$ cat src/hdl/tga_prm_pkg.sv
package tga_prm_pkg;

    typedef struct packed {
        logic [7:0] data_byte;
        logic       file_end;
    } t_byte_in;

    typedef struct packed {
        logic [7:0]  pix_blue;
        logic [7:0]  pix_green;
        logic [7:0]  pix_red;
        logic [7:0]  pix_alpha;
        logic [15:0] pix_col;
        logic [15:0] pix_row;
        logic        image_done;
        logic [2:0]  status;
    } t_pix_out;

    typedef enum logic [2:0] {
        PH_HEADER,
        PH_ID,
        PH_PIXELS,
        PH_DONE,
        PH_ERROR
    } t_phase;

    typedef enum logic [2:0] {
        ST_PIXEL        = 3'd0,
        ST_SHORT_HEADER = 3'd1,
        ST_COLOR_MAPPED = 3'd2,
        ST_ZERO_SIZE    = 3'd3,
        ST_BAD_TYPE     = 3'd4,
        ST_BAD_GREY     = 3'd5,
        ST_BAD_COLOR    = 3'd6,
        ST_INCOMPLETE   = 3'd7
    } t_status;

    // header byte offsets
    localparam logic [4:0] HDR_LEN       = 5'd18;
    localparam logic [4:0] HDR_LAST      = HDR_LEN - 5'd1;
    localparam logic [4:0] HDR_ID_LEN    = 5'd0;
    localparam logic [4:0] HDR_CMAP      = 5'd1;
    localparam logic [4:0] HDR_TYPE      = 5'd2;
    localparam logic [4:0] HDR_WIDTH_LO  = 5'd12;
    localparam logic [4:0] HDR_WIDTH_HI  = 5'd13;
    localparam logic [4:0] HDR_HEIGHT_LO = 5'd14;
    localparam logic [4:0] HDR_HEIGHT_HI = 5'd15;
    localparam logic [4:0] HDR_DEPTH     = 5'd16;

    localparam logic [7:0] TYPE_TRUECOLOR = 8'd2;
    localparam logic [7:0] TYPE_GREY      = 8'd3;
    localparam logic [7:0] DEPTH_GREY     = 8'd8;
    localparam logic [7:0] DEPTH_BGR      = 8'd24;
    localparam logic [7:0] DEPTH_BGRA     = 8'd32;
    localparam logic [7:0] TOP_ORIGIN_MASK = 8'h20;
    localparam logic [7:0] ALPHA_OPAQUE   = 8'd255;

    localparam logic [2:0] BPP_GREY = 3'd1;
    localparam logic [2:0] BPP_BGR  = 3'd3;
    localparam logic [2:0] BPP_BGRA = 3'd4;

endpackage

$ cat src/hdl/tga_uncompressed_to_premult_bgra_top.sv
// Streaming TGA decoder: takes one file byte per transaction and returns premultiplied
// BGRA pixels with their destination column and row, or a status item when the header
// is bad or the file ends early. A byte is taken in every cycle while o_stall is low; a
// pixel is parsed from its last byte into the pixel register, then goes through the three
// 8x8 premultiply multipliers and the divide-by-255 correction into the output register.
// A byte carrying file_end returns the decoder to its reset state once it is handled,
// so the next byte starts a new file.
module tga_uncompressed_to_premult_bgra_top (
    input  logic                  i_clk,
    input  logic                  i_rst_n,
    input  logic                  i_valid,
    output logic                  o_stall,
    input  tga_prm_pkg::t_byte_in i_byte,
    output logic                  o_valid,
    input  logic                  i_stall,
    output tga_prm_pkg::t_pix_out o_pix
);
    import tga_prm_pkg::*;

    // parser state
    t_phase      r_phase, n_phase;
    logic [4:0]  r_hdr_count, n_hdr_count;
    logic [7:0]  r_id_left, n_id_left;
    logic [15:0] r_width, n_width;
    logic [15:0] r_height, n_height;
    logic [2:0]  r_bpp, n_bpp;
    logic        r_top, n_top;
    logic [7:0]  r_cmap, n_cmap;
    logic [7:0]  r_type, n_type;
    logic [7:0]  r_depth, n_depth;
    logic [15:0] r_col, n_col;
    logic [15:0] r_row, n_row;
    logic [1:0]  r_bip, n_bip;
    logic [7:0]  r_acc0, n_acc0;
    logic [7:0]  r_acc1, n_acc1;
    logic [7:0]  r_acc2, n_acc2;

    // pixel register between parser and premultiply
    logic        r_s1_valid;
    t_pix_out    r_s1, n_s1;
    logic        n_emit;

    t_pix_out    r_out, n_out;
    logic        r_out_valid;

    logic        s2_load;
    logic        s1_load;
    logic        in_take;
    t_status     chk;
    logic [16:0] col_inc;
    logic [16:0] row_inc;
    logic        final_pix;
    logic [7:0]  b;

    assign s2_load = !r_out_valid || !i_stall;
    assign s1_load = !r_s1_valid || s2_load;
    assign o_stall = !s1_load;
    assign in_take = i_valid && s1_load;
    assign b       = i_byte.data_byte;
    assign col_inc = {1'b0, r_col} + 17'd1;
    assign row_inc = {1'b0, r_row} + 17'd1;
    assign final_pix = (col_inc == {1'b0, r_width}) && (row_inc == {1'b0, r_height});

    always_comb begin
        priority if (r_cmap != 8'd0) begin
            chk = ST_COLOR_MAPPED;
        end else if (r_width == 16'd0 || r_height == 16'd0) begin
            chk = ST_ZERO_SIZE;
        end else if (r_type != TYPE_TRUECOLOR && r_type != TYPE_GREY) begin
            chk = ST_BAD_TYPE;
        end else if (r_type == TYPE_GREY && r_depth != DEPTH_GREY) begin
            chk = ST_BAD_GREY;
        end else if (r_type == TYPE_TRUECOLOR && r_depth != DEPTH_BGR
                     && r_depth != DEPTH_BGRA) begin
            chk = ST_BAD_COLOR;
        end else begin
            chk = ST_PIXEL;
        end
    end

    always_comb begin
        n_phase     = r_phase;
        n_hdr_count = r_hdr_count;
        n_id_left   = r_id_left;
        n_width     = r_width;
        n_height    = r_height;
        n_bpp       = r_bpp;
        n_top       = r_top;
        n_cmap      = r_cmap;
        n_type      = r_type;
        n_depth     = r_depth;
        n_col       = r_col;
        n_row       = r_row;
        n_bip       = r_bip;
        n_acc0      = r_acc0;
        n_acc1      = r_acc1;
        n_acc2      = r_acc2;
        n_emit      = 1'b0;
        n_s1        = '0;

        unique case (r_phase)
            PH_HEADER: begin
                priority if (r_hdr_count == HDR_ID_LEN)    n_id_left = b;
                else if (r_hdr_count == HDR_CMAP)          n_cmap = b;
                else if (r_hdr_count == HDR_TYPE)          n_type = b;
                else if (r_hdr_count == HDR_WIDTH_LO)      n_width[7:0] = b;
                else if (r_hdr_count == HDR_WIDTH_HI)      n_width[15:8] = b;
                else if (r_hdr_count == HDR_HEIGHT_LO)     n_height[7:0] = b;
                else if (r_hdr_count == HDR_HEIGHT_HI)     n_height[15:8] = b;
                else if (r_hdr_count == HDR_DEPTH)         n_depth = b;
                else if (r_hdr_count == HDR_LAST)          n_top = (b & TOP_ORIGIN_MASK) != 8'd0;
                else                                       n_hdr_count = r_hdr_count;

                if (r_hdr_count < HDR_LAST) begin
                    n_hdr_count = r_hdr_count + 5'd1;
                    if (i_byte.file_end) begin
                        n_emit      = 1'b1;
                        n_s1.status = ST_SHORT_HEADER;
                    end
                end else if (chk != ST_PIXEL) begin
                    n_phase     = PH_ERROR;
                    n_emit      = 1'b1;
                    n_s1.status = chk;
                end else begin
                    if (r_type == TYPE_GREY) begin
                        n_bpp = BPP_GREY;
                    end else if (r_depth == DEPTH_BGR) begin
                        n_bpp = BPP_BGR;
                    end else begin
                        n_bpp = BPP_BGRA;
                    end
                    n_phase = (r_id_left == 8'd0) ? PH_PIXELS : PH_ID;
                    if (i_byte.file_end) begin
                        n_emit      = 1'b1;
                        n_s1.status = ST_INCOMPLETE;
                    end
                end
            end
            PH_ID: begin
                n_id_left = r_id_left - 8'd1;
                if (n_id_left == 8'd0) begin
                    n_phase = PH_PIXELS;
                end
                if (i_byte.file_end) begin
                    n_emit      = 1'b1;
                    n_s1.status = ST_INCOMPLETE;
                end
            end
            PH_PIXELS: begin
                if ({1'b0, r_bip} + 3'd1 < r_bpp) begin
                    unique case (r_bip)
                        2'd0:    n_acc0 = b;
                        2'd1:    n_acc1 = b;
                        default: n_acc2 = b;
                    endcase
                    n_bip = r_bip + 2'd1;
                    if (i_byte.file_end) begin
                        n_emit      = 1'b1;
                        n_s1.status = ST_INCOMPLETE;
                    end
                end else begin
                    n_bip  = 2'd0;
                    n_emit = 1'b1;
                    if (!final_pix && i_byte.file_end) begin
                        n_s1.status = ST_INCOMPLETE;
                    end else begin
                        unique case (r_bpp)
                            BPP_GREY: begin
                                n_s1.pix_blue  = b;
                                n_s1.pix_green = b;
                                n_s1.pix_red   = b;
                                n_s1.pix_alpha = ALPHA_OPAQUE;
                            end
                            BPP_BGR: begin
                                n_s1.pix_blue  = r_acc0;
                                n_s1.pix_green = r_acc1;
                                n_s1.pix_red   = b;
                                n_s1.pix_alpha = ALPHA_OPAQUE;
                            end
                            default: begin
                                n_s1.pix_blue  = r_acc0;
                                n_s1.pix_green = r_acc1;
                                n_s1.pix_red   = r_acc2;
                                n_s1.pix_alpha = b;
                            end
                        endcase
                        n_s1.pix_col    = r_col;
                        n_s1.pix_row    = r_top ? r_row : (r_height - 16'd1 - r_row);
                        n_s1.image_done = final_pix;
                        n_s1.status     = ST_PIXEL;
                        if (final_pix) begin
                            n_phase = PH_DONE;
                        end else if (col_inc >= {1'b0, r_width}) begin
                            n_col = 16'd0;
                            n_row = row_inc[15:0];
                        end else begin
                            n_col = col_inc[15:0];
                        end
                    end
                end
            end
            default: begin
                // done or error: drop bytes until the end of the file
            end
        endcase

        if (i_byte.file_end) begin
            n_phase     = PH_HEADER;
            n_hdr_count = 5'd0;
            n_id_left   = 8'd0;
            n_width     = 16'd0;
            n_height    = 16'd0;
            n_bpp       = 3'd0;
            n_top       = 1'b0;
            n_cmap      = 8'd0;
            n_type      = 8'd0;
            n_depth     = 8'd0;
            n_col       = 16'd0;
            n_row       = 16'd0;
            n_bip       = 2'd0;
        end
    end

    always_ff @(posedge i_clk) begin
        if (!i_rst_n) begin
            r_phase     <= PH_HEADER;
            r_hdr_count <= 5'd0;
            r_id_left   <= 8'd0;
            r_width     <= 16'd0;
            r_height    <= 16'd0;
            r_bpp       <= 3'd0;
            r_top       <= 1'b0;
            r_cmap      <= 8'd0;
            r_type      <= 8'd0;
            r_depth     <= 8'd0;
            r_col       <= 16'd0;
            r_row       <= 16'd0;
            r_bip       <= 2'd0;
        end else if (in_take) begin
            r_phase     <= n_phase;
            r_hdr_count <= n_hdr_count;
            r_id_left   <= n_id_left;
            r_width     <= n_width;
            r_height    <= n_height;
            r_bpp       <= n_bpp;
            r_top       <= n_top;
            r_cmap      <= n_cmap;
            r_type      <= n_type;
            r_depth     <= n_depth;
            r_col       <= n_col;
            r_row       <= n_row;
            r_bip       <= n_bip;
        end
    end

    // pixel bytes are always written before they are read, so no reset
    always_ff @(posedge i_clk) begin
        if (in_take) begin
            r_acc0 <= n_acc0;
            r_acc1 <= n_acc1;
            r_acc2 <= n_acc2;
        end
        if (s1_load) begin
            r_s1 <= n_s1;
        end
        if (s2_load) begin
            r_out <= n_out;
        end
    end

    always_ff @(posedge i_clk) begin
        if (!i_rst_n) begin
            r_s1_valid  <= 1'b0;
            r_out_valid <= 1'b0;
        end else begin
            if (s1_load) begin
                r_s1_valid <= in_take && n_emit;
            end
            if (s2_load) begin
                r_out_valid <= r_s1_valid;
            end
        end
    end

    // c*a/255 for c*a <= 255*255: (x + 1 + (x >> 8)) >> 8
    function automatic logic [7:0] premult(input logic [7:0] c, input logic [7:0] a);
        logic [15:0] x;
        logic [16:0] s;
        x = c * a;
        s = {1'b0, x} + 17'd1 + {9'd0, x[15:8]};
        return s[15:8];
    endfunction

    always_comb begin
        n_out           = r_s1;
        n_out.pix_blue  = premult(r_s1.pix_blue, r_s1.pix_alpha);
        n_out.pix_green = premult(r_s1.pix_green, r_s1.pix_alpha);
        n_out.pix_red   = premult(r_s1.pix_red, r_s1.pix_alpha);
    end

    assign o_valid = r_out_valid;
    assign o_pix   = r_out;

endmodule
$ cat config.mk
export PLATFORM = sky130hd
export DESIGN_NAME = tga_uncompressed_to_premult_bgra_top
export DESIGN_NICKNAME = d
export VERILOG_FILES = /design/src/hdl/tga_prm_pkg.sv /design/src/hdl/tga_uncompressed_to_premult_bgra_top.sv
export SDC_FILE = /design/constraint.sdc
export NUM_CORES = 1
export LEC_CHECK = 0
export BUFFER_PORTS_ARGS = -buffer_cell sky130_fd_sc_hd__buf_2
export CORE_ASPECT_RATIO = 0.5
export CORE_UTILIZATION = 65
export CTS_BUF_LIST = sky130_fd_sc_hd__clkbuf_8 sky130_fd_sc_hd__clkbuf_16
export CTS_CLUSTER_DIAMETER = 100
export DETAILED_ROUTE_END_ITERATION = 16
export GPL_TIMING_DRIVEN = 1
export MAX_ROUTING_LAYER = met4
export PLACE_DENSITY_LB_ADDON = 0.05
export SETUP_SLACK_MARGIN = 0.5
export SYNTH_ARGS = -nofsm -noshare
export SYNTH_HDL_FRONTEND = slang
export SYNTH_SLANG_ARGS = --single-unit
$ cat constraint.sdc
create_clock -name i_clk -period 10.5 [get_ports i_clk]
set_input_delay 1.575 -clock i_clk [delete_from_list [all_inputs] [get_ports i_clk]]
set_output_delay 1.575 -clock i_clk [all_outputs]
set_load 0.03 [all_outputs]
==> run summary <==
The worst setup path is launched from a flop. The destination of the worst hold path is o_pix[17]$_DFFE_PP_. The DRC violations left is 0. The number of hold buffers added after CTS was 0.

The number of register bits inferred by synthesis came out at 272. The worst-case setup margin in the final layout is 3.62 ns. The worst hold path begins at n_out[17]$_SDFFCE_PP0N_. For the worst setup path, the data required time is 10.80 ns. The critical-path maximum fanout came out at 25.

The die outline area is 33,200 µm². Once the clock tree was built, the resizer swapped 0 gates to a different size. The cell area after placement is 21,800 µm². The register-to-register setup slack is 3.62 ns. The slowest cell on the critical path is sky130_fd_sc_hd__edfxtp_1.

Setup repair after global routing left no endpoint under its margin. The number of enable flip-flop cells after synthesis came out at 160. The netlist uses 86 different library cells. The number of setup violations in the final report is 0.

The total congestion overflow is 0. The later pin in the worst-skew pair is clocked with a latency of 0.58 ns. The most used cell along the critical path is sky130_fd_sc_hd__fa_1. Buffers inserted during clock tree synthesis total 25. The core region is 31,800 µm². For this run, the detailed router's first-pass iteration total came to 7. The kind of cell with the highest combined delay along the critical path is adder cells. The floorplan has 46 rows.

The library cells used most frequently in the layout, excluding fill and tap cells, are sky130_fd_sc_hd__nor2_1 (210), sky130_fd_sc_hd__inv_1 (209), sky130_fd_sc_hd__and2_1 (191). After detailed routing, the number of vias per cell comes to 6.05. In this run the remaining antenna-violating nets after routing total 0. The worst relative slew slack came out at 20.7%. The post-synth design cell area came out at 21,100 µm². The highest cell delay on the worst timing path came out at 0.86 ns. The min-delay analysis places its worst path in the category reg -> reg. The pin count of the biggest net entering global routing is 71. The post-layout utilization of the core came out at 71.1%. The cell depth of the worst min-delay path is 0. The violation count after the first detailed-route iteration is 1,409. For this run, the leading register cell type out of synthesis is sky130_fd_sc_hd__edfxtp_1. The count of buffers inserted at the top-level ports is 82.

The leakage power came out at 10.4 nW. The number of antenna violations at the first check in global routing is 0. The cell count after synthesis came out at 2,265. Together, buffers and inverters on the worst path number 3. The width of the die came out at 257 µm. The launch point of the critical path is n_out[43]$_SDFFCE_PP0N_.

The post-route cell area is 22,600 µm². Detailed routing inserted a total of 16,600 vias. The initial cell density of the core is 66.3%. The number of pins with negative max-slew slack in the final report came to 0.

The setup TNS came out at 0 ns. STA classifies the critical path endpoint as a flop. The per-instance average area after synthesis came out at 9.32 µm². The global-route wire length before repair came out at 79,400 µm. The die boundary height is 129 µm. The critical path is of the reg -> reg type.

The maximum frequency from static timing analysis is 145 MHz. The tool flagged a number of max-cap violations equal to 0. The antenna diode count is 0. The average wire per cell in the routed design is 17.7 µm. TritonCTS built the clock tree. The maximum clock insertion buffer count is 3. The final weighted congestion of routability-driven global placement is 0.936. The launch instance of the worst register-to-register path is n_out[43]$_SDFFCE_PP0N_. The root buffer cell chosen for the clock tree is sky130_fd_sc_hd__clkbuf_16. Timing analysis after detailed placement gives a worst setup slack of 3.70 ns.

The routed design has 48,500 µm of wire. The flow ran to the end, and the final reports show no timing, DRC or antenna violations. The arrival time of data at the critical path endpoint came out at 7.17 ns.

The top-level I/O count is 83. The relative area change from synthesis to final layout is 7.20%. The power density over the cells is 99.6 nW/µm².

After clock tree synthesis, the clock-pin slew on the worst setup and hold paths is 0.07 ns. Global routing used 30.4% of the available tracks. In this run the number of H-tree levels came out at 1. The largest clock skew in the final design is 0.0153 ns. At the pin with the least slew margin, the transition time is 1.16 ns.

In the synthesized netlist the async set-or-reset flop fraction comes to 0%. The half-perimeter wire length of the detailed placement result came out at 34,600 µm. The worst path uses 65.5% of the clock period. The hold violation total from the final report is 0. Leaving out fill and tap cells, the most frequent cell in the layout is sky130_fd_sc_hd__nor2_1.

The signal on the critical path passes through nand2_1, fa_1, fa_1, inv_1, fa_1, inv_1, fa_1, inv_1, ha_1, and3_1, a22oi_1, a21oi_1, xor2_1, ha_1, a211o_1, nor4_1, mux2i_1, a21boi_0, o2111ai_1, a41oi_1, o21bai_1, xnor2_1. The net count after synthesis is 2,558. The TritonCTS sink count came out at 272.

The worst-case IR drop observed on VDD is 112 µV. In this run the critical register-to-register path is captured at o_pix[44]$_DFFE_PP_. The post-synthesis sequential area ratio is 33.4%.

The number of global-route vias before repair is 15,800. The net count of the finished layout came out at 2,589. The proportion of layout cells with a drive suffix above 1 is 7.17%.

The count of yosys warnings during synthesis came out at 0. The buffer count from post-CTS setup fixing came out at 0. The worst-case reg-to-reg path depth is 22.

The post-route minimum period came out at 6.88 ns.
-- cell type report --
| type | count | area [µm²] |
|---|---|---|
| clock buffer | 27 | 664 |
| clock inverter | 19 | 164 |
| fill | 2516 | 9200 |
| inverter | 204 | 767 |
| multi-input combinational | 1700 | 13000 |
| sequential | 272 | 7050 |
| tap | 432 | 541 |
| timing repair buffer | 93 | 493 |
-- sequential cells by signal, indices dropped and copies added, names as in the netlist --
| register | flops |
|---|---|
| r_height | 16 |
| r_col | 16 |
| r_type | 8 |
| r_bip | 2 |
| o_pix | 68 |
| r_depth | 8 |
| r_acc1 | 8 |
| r_top | 1 |
| r_bpp | 3 |
| r_s1 | 24 |
| r_width | 16 |
| r_id_left | 8 |
| r_row | 16 |
| r_hdr_count | 5 |
| r_acc2 | 8 |
| n_out | 44 |
| r_acc0 | 8 |
| r_phase | 3 |
| r_cmap | 8 |
| o_valid | 1 |
| r_s1_valid | 1 |
-- logic make-up (layout without fill, tap and decap cells) --
kind of cell / Yosys count / count (layout) / synth area share [%]
flip-flops: 272 / 272 / 33.4
AND/OR/NAND/NOR: 885 / 885 / 21.9
buffers and inverters: 293 / 343 / 5.42
adder cells (fa/ha/maj): 280 / 280 / 20.5
XOR/XNOR: 89 / 89 / 3.76
AO/OA/AOI/OAI: 386 / 386 / 12.2
multiplexers: 60 / 60 / 2.87
-- per-stage QoR --
stage / hold slack (ns) / total power, mW / cells
final: 0.407 / 2.25 / 2747
after floorplan: 0.400 / 1.29 / 2265
after global placement: 0.401 / 1.33 / 2701
after global routing: 0.422 / 2.32 / 2747
after detailed placement: 0.405 / 1.34 / 2701
after CTS: 0.415 / 2.26 / 2747
-- routing by layer --
layer / global-route usage (%) / wire [µm]
met1: 40.9 / 22100
met2: 49.1 / 22300
met3: 4.03 / 3080
met4: 7.28 / 1020
met5: - / 0
-- Yosys cell counts, types with 8 or more instances --
cell type                   number  area (µm²)
sky130_fd_sc_hd__a2111oi_0       8        70.1
sky130_fd_sc_hd__a211oi_1       25         188
sky130_fd_sc_hd__a21o_1         14         105
sky130_fd_sc_hd__a21oi_1       115         576
sky130_fd_sc_hd__a22oi_1        21         158
sky130_fd_sc_hd__a31oi_1        16         100
sky130_fd_sc_hd__and2_1        191        1190
sky130_fd_sc_hd__and3_1         25         156
sky130_fd_sc_hd__buf_2           8        40.0
sky130_fd_sc_hd__clkbuf_1       72         270
sky130_fd_sc_hd__dfxtp_1       112        2240
sky130_fd_sc_hd__edfxtp_1      160        4800
sky130_fd_sc_hd__fa_1          109        2180
sky130_fd_sc_hd__ha_1          171        2140
sky130_fd_sc_hd__inv_1         204         766
sky130_fd_sc_hd__mux2i_1        56         561
sky130_fd_sc_hd__nand2_1       157         589
sky130_fd_sc_hd__nand2b_1       14        87.6
sky130_fd_sc_hd__nand3_1        61         305
sky130_fd_sc_hd__nand4_1        28         175
sky130_fd_sc_hd__nor2_1        210         788
sky130_fd_sc_hd__nor2b_1        28         175
sky130_fd_sc_hd__nor3_1         49         245
sky130_fd_sc_hd__nor4_1         30         188
sky130_fd_sc_hd__o2111ai_1       9        78.8
sky130_fd_sc_hd__o211ai_1       19         143
sky130_fd_sc_hd__o21a_1         13        97.6
sky130_fd_sc_hd__o21ai_0        58         290
sky130_fd_sc_hd__o22ai_1         9        56.3
sky130_fd_sc_hd__o31ai_1         8        60.1
sky130_fd_sc_hd__o32ai_1        12         105
sky130_fd_sc_hd__or3_1          30         188
sky130_fd_sc_hd__or4_1          11        82.6
sky130_fd_sc_hd__xnor2_1        44         385
sky130_fd_sc_hd__xor2_1         44         385
-- power by group --
group	leakage (nW)	switching, mW	internal [mW]
sequential	2.78	0.0123	1.13
combinational	7.22	0.113	0.0567
clock	0.431	0.428	0.510
total	10.4	0.553	1.70
-- worst max-delay path by stage --
stage                           to  depth (start not counted)  slack, ns
2_1_floorplan  o_pix[55]$_DFFE_PP_                         22       4.50
3_3_place_gp   o_pix[55]$_DFFE_PP_                         21       3.89
3_5_place_dp   o_pix[44]$_DFFE_PP_                         22       3.70
4_1_cts        o_pix[44]$_DFFE_PP_                         22       3.69
5_1_grt        o_pix[51]$_DFFE_PP_                         21       3.07
6_report       o_pix[44]$_DFFE_PP_                         22       3.62
(Power assumes the default switching activity.)
